$ cat src/sse_data_line_parser_macros.svh
// Assertion macros for the event-stream data line parser.
// Included by sse_data_line_parser, the only RTL file that carries concurrent assertions; no other dependencies.
`ifndef SSE_DATA_LINE_PARSER_MACROS_SVH
`define SSE_DATA_LINE_PARSER_MACROS_SVH

// Same-cycle implication, sampled on clk and switched off while arst_n is low.
`define SDLP_ASSERT_NOW(lbl, ante, cons, msg) \
	lbl: assert property (@(posedge clk) disable iff (!arst_n) (ante) |-> (cons)) \
		else $error(msg);

// Next-cycle implication, sampled on clk and switched off while arst_n is low.
`define SDLP_ASSERT_NEXT(lbl, ante, cons, msg) \
	lbl: assert property (@(posedge clk) disable iff (!arst_n) (ante) |=> (cons)) \
		else $error(msg);

`endif

$ cat src/sdlp_pkg.sv
// Types, byte codes and the per-byte line step function of the event-stream data line parser.
// Used by sse_data_line_parser, its checker and its testbench; depends on nothing else.
package sdlp_pkg;

	localparam logic [7:0] BYTE_LF    = 8'h0A;
	localparam logic [7:0] BYTE_CR    = 8'h0D;
	localparam logic [7:0] BYTE_SPACE = 8'h20;
	localparam logic [7:0] BYTE_COLON = 8'h3A;

	localparam logic [2:0] KEY_LEN = 3'd5;

	localparam logic [2:0] PH_START   = 3'd0;
	localparam logic [2:0] PH_PREFIX  = 3'd1;
	localparam logic [2:0] PH_SPACE   = 3'd2;
	localparam logic [2:0] PH_PAYLOAD = 3'd3;
	localparam logic [2:0] PH_SKIP    = 3'd4;

	localparam int FIFO_DEPTH = 4;
	localparam int FIFO_AW    = $clog2(FIFO_DEPTH);
	localparam int CNT_W      = FIFO_AW + 1;

	typedef struct packed {
		logic [2:0] phase;
		logic [2:0] pos;
		logic       data_seen;
	} lstate_t;

	typedef struct packed {
		logic       event_end;
		logic [7:0] data;
	} item_t;

	typedef struct packed {
		lstate_t    st;
		logic       emit;
		logic [7:0] data;
	} step_t;

	// Characters of the "data:" field name, by position.
	function automatic logic [7:0] key_char(input logic [2:0] pos);
		logic [7:0] k;
		unique case (pos)
			3'd0: k = 8'h64;
			3'd1: k = 8'h61;
			3'd2: k = 8'h74;
			3'd3: k = 8'h61;
			3'd4: k = BYTE_COLON;
			default: k = 8'h00;
		endcase
		return k;
	endfunction

	// Advances the line state by one byte that belongs to the line (never LF).
	function automatic step_t line_byte(input lstate_t st, input logic [7:0] c);
		step_t r;
		r.st   = st;
		r.emit = 1'b0;
		r.data = c;
		unique case (st.phase)
			PH_START: begin
				if (c == key_char(3'd0)) begin
					r.st.phase = PH_PREFIX;
					r.st.pos   = 3'd1;
				end else begin
					r.st.phase = PH_SKIP;
				end
			end
			PH_PREFIX: begin
				if (st.pos < KEY_LEN && c == key_char(st.pos)) begin
					r.st.pos = st.pos + 3'd1;
					if (st.pos + 3'd1 == KEY_LEN) begin
						if (st.data_seen) begin
							r.emit = 1'b1;
							r.data = BYTE_LF;
						end
						r.st.data_seen = 1'b1;
						r.st.phase     = PH_SPACE;
					end
				end else begin
					r.st.phase = PH_SKIP;
				end
			end
			PH_SPACE: begin
				r.emit     = (c != BYTE_SPACE);
				r.st.phase = PH_PAYLOAD;
			end
			PH_PAYLOAD: begin
				r.emit = 1'b1;
			end
			default: begin
				r.st.phase = PH_SKIP;
			end
		endcase
		return r;
	endfunction

endpackage

$ cat src/sse_data_line_parser.sv
// Top level of the event-stream data line parser: input register, line state and output queue.
// Depends on sdlp_pkg and sse_data_line_parser_macros.svh.

// The parser takes one raw event-stream byte per cycle and streams out the payload bytes of
// the "data:" lines of each event, an LF item between data lines of one event, and an end
// marker (event_end high, out_byte zero) at the blank line that closes an event with data.
// A byte is registered on acceptance and evaluated from that register, where it waits
// while the queue lacks room. The results go into a four-entry queue whose head drives the
// output and that the output side drains at one result per cycle while out_ready is high;
// a byte is evaluated only while the queue has room for two results. Bytes that give at
// most one result are therefore taken at one per cycle, while a byte that gives two results
// (a held CR that turns out to be line content, followed by a payload byte) puts one extra
// result into the queue, which the queue absorbs or passes back as backpressure on in_ready.
module sse_data_line_parser (
	input  logic       clk,
	input  logic       arst_n,
	input  logic [7:0] in_byte,
	input  logic       in_valid,
	output logic       in_ready,
	output logic [7:0] out_byte,
	output logic       event_end,
	output logic       out_valid,
	input  logic       out_ready
);

	logic       valid_s1;
	logic [7:0] byte_s1;

	logic [2:0] phase_q;
	logic [2:0] pos_q;
	logic       cr_held_q;
	logic       data_seen_q;

	sdlp_pkg::item_t                       mem_q [sdlp_pkg::FIFO_DEPTH];
	logic [sdlp_pkg::FIFO_AW-1:0]          wr_ptr_q;
	logic [sdlp_pkg::FIFO_AW-1:0]          rd_ptr_q;
	logic [sdlp_pkg::CNT_W-1:0]            cnt_q;

	logic                                  room;
	logic                                  fire_s1;
	logic                                  pop;
	logic                                  is_lf;
	logic                                  is_cr;
	logic                                  end_push;
	sdlp_pkg::lstate_t                     st_cur;
	sdlp_pkg::step_t                       step_a;
	sdlp_pkg::step_t                       step_b;
	sdlp_pkg::lstate_t                     st_next;
	logic                                  cr_next;
	logic                                  push_a;
	logic                                  push_b;
	sdlp_pkg::item_t                       item0;
	sdlp_pkg::item_t                       item1;
	logic [1:0]                            npush;
	sdlp_pkg::item_t                       head;
	logic                                  line_idle;

	assign room     = cnt_q <= sdlp_pkg::CNT_W'(sdlp_pkg::FIFO_DEPTH - 2);
	assign fire_s1  = valid_s1 && room;
	assign in_ready = !valid_s1 || fire_s1;
	assign pop      = out_valid && out_ready;

	assign is_lf  = byte_s1 == sdlp_pkg::BYTE_LF;
	assign is_cr  = byte_s1 == sdlp_pkg::BYTE_CR;
	assign st_cur = '{phase: phase_q, pos: pos_q, data_seen: data_seen_q};

	always_comb begin
		step_a   = '{st: st_cur, emit: 1'b0, data: sdlp_pkg::BYTE_CR};
		step_b   = '{st: st_cur, emit: 1'b0, data: byte_s1};
		end_push = 1'b0;
		st_next  = st_cur;
		cr_next  = cr_held_q;
		if (is_lf) begin
			end_push          = (phase_q == sdlp_pkg::PH_START) && data_seen_q;
			st_next.phase     = sdlp_pkg::PH_START;
			st_next.pos       = 3'd0;
			st_next.data_seen = data_seen_q && !end_push;
			cr_next           = 1'b0;
		end else begin
			if (cr_held_q) begin
				step_a = sdlp_pkg::line_byte(st_cur, sdlp_pkg::BYTE_CR);
			end
			if (is_cr) begin
				step_b = '{st: step_a.st, emit: 1'b0, data: byte_s1};
			end else begin
				step_b = sdlp_pkg::line_byte(step_a.st, byte_s1);
			end
			st_next = step_b.st;
			cr_next = is_cr;
		end
	end

	always_comb begin
		push_a = !is_lf && step_a.emit;
		push_b = !is_lf && step_b.emit;
		if (is_lf) begin
			item0 = '{event_end: 1'b1, data: 8'h00};
			npush = {1'b0, end_push};
		end else begin
			item0 = push_a ? '{event_end: 1'b0, data: step_a.data}
				: '{event_end: 1'b0, data: step_b.data};
			npush = {1'b0, push_a} + {1'b0, push_b};
		end
		item1 = '{event_end: 1'b0, data: step_b.data};
	end

	always_ff @(posedge clk or negedge arst_n) begin
		if (!arst_n) begin
			valid_s1 <= 1'b0;
		end else if (in_ready) begin
			valid_s1 <= in_valid;
		end
	end

	always_ff @(posedge clk) begin
		if (in_ready && in_valid) begin
			byte_s1 <= in_byte;
		end
	end

	always_ff @(posedge clk or negedge arst_n) begin
		if (!arst_n) begin
			phase_q     <= sdlp_pkg::PH_START;
			pos_q       <= 3'd0;
			cr_held_q   <= 1'b0;
			data_seen_q <= 1'b0;
		end else if (fire_s1) begin
			phase_q     <= st_next.phase;
			pos_q       <= st_next.pos;
			cr_held_q   <= cr_next;
			data_seen_q <= st_next.data_seen;
		end
	end

	always_ff @(posedge clk) begin
		if (fire_s1 && npush != 2'd0) begin
			mem_q[wr_ptr_q] <= item0;
		end
		if (fire_s1 && npush == 2'd2) begin
			mem_q[wr_ptr_q + sdlp_pkg::FIFO_AW'(1)] <= item1;
		end
	end

	always_ff @(posedge clk or negedge arst_n) begin
		if (!arst_n) begin
			wr_ptr_q <= '0;
			rd_ptr_q <= '0;
			cnt_q    <= '0;
		end else begin
			if (fire_s1) begin
				wr_ptr_q <= wr_ptr_q + sdlp_pkg::FIFO_AW'(npush);
			end
			if (pop) begin
				rd_ptr_q <= rd_ptr_q + sdlp_pkg::FIFO_AW'(1);
			end
			cnt_q <= cnt_q + (fire_s1 ? sdlp_pkg::CNT_W'(npush) : '0)
				- sdlp_pkg::CNT_W'(pop);
		end
	end

	assign head      = mem_q[rd_ptr_q];
	assign out_valid = cnt_q != '0;
	assign out_byte  = head.data;
	assign event_end = head.event_end;

	assign line_idle = phase_q == sdlp_pkg::PH_START && !cr_held_q && pos_q == 3'd0;

`include "sse_data_line_parser_macros.svh"

	`SDLP_ASSERT_NOW(a_cnt_bound, 1'b1, cnt_q <= sdlp_pkg::CNT_W'(sdlp_pkg::FIFO_DEPTH), "queue overflow")
	`SDLP_ASSERT_NOW(a_end_zero, out_valid && event_end, out_byte == 8'h00, "non-zero end marker")
	`SDLP_ASSERT_NEXT(a_lf_restart, fire_s1 && is_lf, line_idle, "LF did not restart the line")
	`SDLP_ASSERT_NEXT(a_end_clears, fire_s1 && end_push, !data_seen_q, "data flag survived an end marker")

endmodule

$ cat config.mk
export PLATFORM = sky130hd
export DESIGN_NAME = sse_data_line_parser
export DESIGN_NICKNAME = d
export VERILOG_FILES = /design/src/sdlp_pkg.sv /design/src/sse_data_line_parser.sv
export VERILOG_INCLUDE_DIRS = /design/src /design/src/src
export SDC_FILE = /design/constraint.sdc
export NUM_CORES = 1
export LEC_CHECK = 0
export ABC_AREA = 1
export BUFFER_PORTS_ARGS = -buffer_cell sky130_fd_sc_hd__buf_2
export CAP_MARGIN = 10
export CORE_MARGIN = 2
export CORE_UTILIZATION = 65
export CTS_CLUSTER_SIZE = 10
export DETAILED_ROUTE_END_ITERATION = 7
export GPL_ROUTABILITY_DRIVEN = 0
export PLACE_DENSITY_LB_ADDON = 0.2
export SYNTH_ARGS = -nofsm -noshare
export SYNTH_HDL_FRONTEND = slang
export SYNTH_SLANG_ARGS = --single-unit
$ cat constraint.sdc
create_clock -name clk -period 6.45 [get_ports clk]
set_input_delay 0.9675 -clock clk [delete_from_list [all_inputs] [get_ports clk]]
set_output_delay 0.9675 -clock clk [all_outputs]
set_load 0.01 [all_outputs]
==> results of run 1 <==
[report_power, final]
group          leakage [nW]  total (mW)  switching, mW  internal [mW]
registers             0.607       0.530         0.0689          0.461
clock network        0.0926       0.328          0.152          0.176
logic                  1.18       0.457          0.302          0.155
[kinds of logic after synthesis]
family	after synthesis	synth area share (%)
AND/OR/NAND/NOR	228	31.61
buffers and inverters	73	7.920
AO/OA/AOI/OAI	54	8.202
flip-flops	60	47.31
XOR/XNOR	5	1.232
adder cells (fa/ha/maj)	10	3.731
[Yosys cell counts, types with 2 or more instances]
cell       instances
edfxtp_1          40
nand4_1            5
o2111ai_1          2
nand2_1           99
nand3b_1           2
buf_4              2
inv_1             49
clkbuf_1           5
inv_2             16
nor2_4             5
nor2_1            64
nand2_4            7
nand3_1           25
o21ai_0           24
dfrtp_1           16
nand2_2            9
xor2_1             3
nand3_4            4
o22ai_1            8
a21oi_1           18
dfxtp_1            4
ha_1               9
xnor2_1            2
nor2_2             5
[sequential cells by signal (all words and copies together) (netlist names), 2 cells and up]
name	cells
byte_s1	8
phase_q	3
cnt_q	3
mem_q	36
pos_q	3
rd_ptr_q	2
wr_ptr_q	2
[worst paths after layout]
path / to / slack, ps
max in group asynchronous: data_seen_q / 5640
worst min register to register: data_seen_q / 480
worst min-delay path: data_seen_q / 480
worst max register to register: cnt_q[2] / 3010
worst max-delay path: cnt_q[2] / 3010
min in group asynchronous: rd_ptr_q[1] / 540
[layer usage]
metal	share of wire (%)	vias to the layer above	global-route usage [%]	routed length (µm)
li1	-	1448	-	-
met1	43	1343	34.95	3133
met2	49	108	42.59	3566
met3	6.0	16	5.930	435
met4	1.7	0	10.88	123
met5	0	-	0	0
[layout make-up]
cell class | count | area share (%)
Timing Repair Buffer | 22 | 2.816
Multi-Input combinational cell | 297 | 40.70
Sequential cell | 60 | 43.01
Inverter | 66 | 6.336
Clock buffer | 9 | 3.168
Tap cell | 70 | 2.240
Clock inverter | 7 | 1.728
[worst max-delay path, cell delays in order (launching register included)]
cell     delay (ps)
dfrtp_1         450
inv_2           130
ha_1            200
nand2_2          90
inv_2            60
nand2_1          40
nand2_1          50
nand2_1          90
nor2_4          170
nand4_4         150
a21oi_1         160
ha_1            230
inv_1            90
nand2_2          60
o21ai_2          90
inv_1            80
nand2_1          60
ha_1            220
inv_1            50
ha_1            120
inv_1            40
fa_1            370
xnor2_1         180
xor2_1          160
[per-stage QoR]
step / setup WS, ps / instances / hold slack [ps]
after detailed placement: 3019 / 515 / 462.5
final: 3008 / 531 / 480.0
after global routing: 2651 / 531 / 521.7
after CTS: 2972 / 531 / 476.3
after global placement: 3133 / 515 / 455.4
after floorplan: 3259 / 430 / 441.8
==> results.py, run 1 <==
metrics = {
    "power_and_ir_drop": {
        "powerDensity_mw_per_mm2": 336.2,
        "cellLeakagePower_nw": 1.885,
        "ir_drop_mv": 0.2160,
        "power_mw": 1.314,
    },
    "grt": {
        "antenna_found_initial": 0,
        "grt_max_degree": 21,
        "grt_pass1_wl_mm": 12.43,
        "gr-total-overflow": 0,
        "first_global_vias": 2754,
        "track_usage_pct": 26.49,
    },
    "logic_synthesis": {
        "yosys-top-cells-area": "edfxtp_1, dfrtp_1, nand2_1",
        "synth-edff-count": 40,
        "synth_cell_types": 31,
        "syn_inst": 430,
        "async_flop_share_pct": 26.67,
        "synth_nets": 452,
        "netlist.top_cell.by_area": "edfxtp_1",
        "synth.avg_cell_area_um2": 8.267,
        "ys_seq_elements": 60,
        "ys_warn_count": 0,
        "yosysSeqAreaShare_pct": 47.31,
        "ys.flop_type": "edfxtp_1",
        "synth_area_mm2": 0.003555,
        "synth_top_area_share_pct": 33.79,
    },
    "floorplan": {
        "dieArea_mm2": 0.006076,
        "ioPinCount": 23,
        "core_area_mm2": 0.005205,
        "die_y_um": 77.95,
        "rows": 26,
        "initial_utilization_pct": 68.29,
        "die_x_um": 77.95,
    },
    "cells_and_area": {
        "num_antenna_cells": 0,
        "seq_area_mm2": 0.001682,
        "num-nets-final": 478,
        "mostFrequentLayoutCells": "nand2_1, nor2_1, inv_1, edfxtp_1, nand3_1",
        "syn_to_final_growth_pct": 9.996,
        "layout_commonest_cell": "nand2_1",
        "nFillCells": 389,
        "drive_gt1_share_pct": 18.87,
        "design_area_mm2": 0.003910,
        "final_util_pct": 75.12,
        "multi_input_area_mm2": 0.001592,
    },
    "worst_setup_path": {
        "crit_type": "flop to flop",
        "critPathCaptureType": "flop",
        "startpoint_type": "flop",
        "reg2regPathDepth": 23,
        "cp.required_ps": 6710,
        "r2r-start": "pos_q[0]",
        "cp_max_fo": 9,
        "crit_start": "pos_q[0]",
        "cp_data_arrival_time_ps": 3700,
    },
    "clock_network": {
        "cts_resized": 0,
        "max-clock-path-buffers": 2,
        "clock-root-buffer": "clkbuf_8",
        "cts_htree_levels": 3,
        "clk_latency_ps": 340,
        "clk_pin_slew_ps": 60,
        "cts_made_buffers": 9,
        "ctsHoldBuffers": 0,
        "postCtsSetupBuffers": 0,
        "cts_sinks": 60,
        "cts_tree": "built",
    },
    "timing": {
        "tns_ps": 0,
        "finClkSkew_ps": 9.159,
        "setup_viol": 0,
        "rsz0062_at_grt": "false",
        "hold_viol_final": 0,
        "finalCritPeriodShare_pct": 53.36,
        "relSlewSlack_pct": 59.19,
        "period_needed_ps": 3442,
        "slew_viol_final": 0,
        "tightestPinTransition_ps": 609.9,
        "max_freq_ghz": 0.2906,
    },
    "hold_path": {
        "min_from": "data_seen_q",
        "hold-path-cell-count": 2,
        "min_path_type": "flop to flop",
    },
    "route": {
        "route.detailed.drc": 0,
        "wl_per_cell_um": 13.67,
        "ant_nets": 0,
        "dr_total_vias": 2915,
        "first_pass_iters": 5,
        "routed_wl_mm": 7.258,
        "drtIter0Drc": 312,
        "avgViaCountPerCell": 5.490,
    },
    "placed_design": {
        "dp_hpwl_mm": 5.307,
        "dpl_cell_area_mm2": 0.003719,
        "port_buffers": 22,
    },
    "run_status": {
        "status": "complete, no violations",
    },
    "run": {
        "max_cap_violations": 0,
    },
}
No activity file was read; power rests on OpenSTA's default activity.
==> run 2: changes to the inputs <==
--- a/config.mk
+++ b/config.mk
@@ -10,7 +10,7 @@
 export BUFFER_PORTS_ARGS = -buffer_cell sky130_fd_sc_hd__buf_2
 export CAP_MARGIN = 10
 export CORE_MARGIN = 2
-export CORE_UTILIZATION = 65
+export CORE_UTILIZATION = 61
 export CTS_CLUSTER_SIZE = 10
 export DETAILED_ROUTE_END_ITERATION = 7
 export GPL_ROUTABILITY_DRIVEN = 0
==> constraint.sdc (replaced) <==
create_clock -name clk -period 3.6 [get_ports clk]
set_input_delay 0.54 -clock clk [delete_from_list [all_inputs] [get_ports clk]]
set_output_delay 0.54 -clock clk [all_outputs]
set_load 0.01 [all_outputs]
==> results.py, run 2 (same netlist as run 1, synthesis figures left out) <==
metrics = {
    "run_status": {
        "status": "complete, no violations",
    },
    "clock_network": {
        "max-clock-path-buffers": 2,
        "clk_latency_ps": 350,
        "cts_htree_levels": 3,
        "cts_made_buffers": 9,
        "clock-root-buffer": "clkbuf_8",
        "cts_tree": "built",
        "ctsHoldBuffers": 0,
        "clk_pin_slew_ps": 70,
        "cts_sinks": 60,
    },
    "timing": {
        "finClkSkew_ps": 9.582,
        "setup_viol": 0,
        "tightestPinTransition_ps": 695.7,
        "period_needed_ps": 3398,
        "relSlewSlack_pct": 53.45,
        "max_freq_ghz": 0.2943,
        "slew_viol_final": 0,
        "hold_viol_final": 0,
        "finalCritPeriodShare_pct": 94.38,
    },
    "floorplan": {
        "rows": 27,
        "dieArea_mm2": 0.006454,
        "die_x_um": 80.34,
        "initial_utilization_pct": 63.77,
        "ioPinCount": 23,
        "core_area_mm2": 0.005574,
        "die_y_um": 80.34,
    },
    "grt": {
        "track_usage_pct": 25.34,
        "gr-total-overflow": 0,
        "grt_pass1_wl_mm": 12.32,
        "first_global_vias": 2743,
        "grt_max_degree": 21,
        "antenna_found_initial": 0,
    },
    "route": {
        "dr_total_vias": 2968,
        "drtIter0Drc": 200,
        "avgViaCountPerCell": 5.466,
        "routed_wl_mm": 7.430,
        "ant_nets": 0,
        "first_pass_iters": 5,
        "route.detailed.drc": 0,
        "wl_per_cell_um": 13.68,
    },
    "cells_and_area": {
        "num_antenna_cells": 0,
        "multi_input_area_mm2": 0.001610,
        "drive_gt1_share_pct": 22.29,
        "syn_to_final_growth_pct": 13.69,
        "stdcell_count": 543,
        "largest_reg_flops": 36,
        "regMostFlops": "mem_q",
        "final_util_pct": 72.50,
        "mostFrequentLayoutCells": "nand2_1, nor2_1, inv_1, edfxtp_1, nand3_1",
        "reg.largest.list": "mem_q (36), byte_s1 (8)",
        "nFillCells": 448,
        "seq_area_mm2": 0.001683,
        "layout_commonest_cell": "nand2_1",
        "num-nets-final": 488,
    },
    "power_and_ir_drop": {
        "cellLeakagePower_nw": 1.950,
        "ir_drop_mv": 0.3966,
        "powerDensity_mw_per_mm2": 618.4,
    },
    "worst_setup_path": {
        "crit_type": "flop to flop",
        "cp_max_fo": 5,
        "crit_buf_inv": 5,
        "cp.required_ps": 3860,
        "startpoint_type": "flop",
        "crit_top_cell": "ha_1",
        "cp_data_arrival_time_ps": 3660,
        "critPathTopFamily": "adder cells",
        "critPathCaptureType": "flop",
        "worstPathCellList": "buf_4 > ha_1 > xnor2_1 > nor2_2 > nand4_4 > a21oi_2 > ha_1 > inv_2 > nand2_2 > o21ai_4 > inv_1 > nand2_1 > ha_1 > inv_1 > ha_1 > inv_1 > fa_1 > xnor2_1 > xor2_1",
        "crit_slowest_cell": "dfrtp_2",
        "cp_slowest_stage_delay_ps": 450,
    },
    "placed_design": {
        "port_buffers": 22,
        "placedCellCount": 517,
        "dp_hpwl_mm": 5.344,
    },
    "hold_path": {
        "min_path_type": "input port to asynchronous set/reset pin",
    },
    "run": {
        "max_cap_violations": 0,
    },
}
-- run 2: repair_timing --
action / in CTS / in global routing
setup buffers: 0 / 10
resized for setup: 0 / 9
endpoints found under the setup margin: 0 / 2
-- run 2: routing by layer --
layer / up-vias / track usage (%) / part of all wire, %
met4: 0 / 10.85 / 2.2
met5: - / 0 / 0
met1: 1372 / 31.32 / 43
met3: 18 / 4.719 / 5.5
met2: 110 / 43.42 / 50
li1: 1468 / - / -
-- run 2: where the power goes --
part           internal, mW  leakage, nW  switching [mW]
Clock                 0.393        0.110           0.285
Combinational         0.311         1.23           0.564
Sequential            0.827        0.606           0.120
Total                  1.53         1.95           0.969
-- run 2: layout make-up --
cell class                      count  share of cell area [%]
Inverter                           66                   6.192
Sequential cell                    60                   41.64
Tap cell                           72                   2.229
Timing Repair Buffer               32                   4.582
Clock inverter                      7                   2.446
Clock buffer                        9                   3.065
Multi-Input combinational cell    297                   39.85
-- run 2: worst paths after layout --
kind / cells after the start / slack (ps) / start / to
setup / recovery: 19 / 200 / pos_q[0] / cnt_q[2]
hold / removal: 1 / 100 / arst_n / rd_ptr_q[1]
setup reg to reg: 19 / 200 / pos_q[0] / cnt_q[2]
hold reg to reg: 2 / 490 / data_seen_q / data_seen_q
max in group asynchronous: 1 / 3220 / arst_n / pos_q[0]
min in group clk: 1 / 360 / in_byte[6] / byte_s1[6]
-- run 2: through the flow --
step | setup TNS (ps) | power (mW) | hold slack [ps] | cell area (µm²) | setup slack, ps
finish | 0 | 2.499 | 97.82 | 4041 | 202.4
detailed placement | 0 | 1.778 | 474.7 | 3721 | 67.07
floorplan | 0 | 1.538 | 244.4 | 3555 | 409.0
global placement | 0 | 1.755 | 459.5 | 3721 | 281.6
global route | -39.93 | 2.666 | 129.8 | 4041 | -39.93
CTS | 0 | 2.455 | 107.1 | 3944 | 6.719
-- run 2: worst reg2reg max path, stage by stage (launching register included) --
cell and delay [ps]:
dfrtp_2 450, buf_4 150, ha_1 210, xnor2_1 160
nor2_2 210, nand4_4 160, a21oi_2 170, ha_1 250
inv_2 70, nand2_2 70, o21ai_4 80, inv_1 80
nand2_1 70, ha_1 220, inv_1 60, ha_1 140
inv_1 50, fa_1 370, xnor2_1 190, xor2_1 160
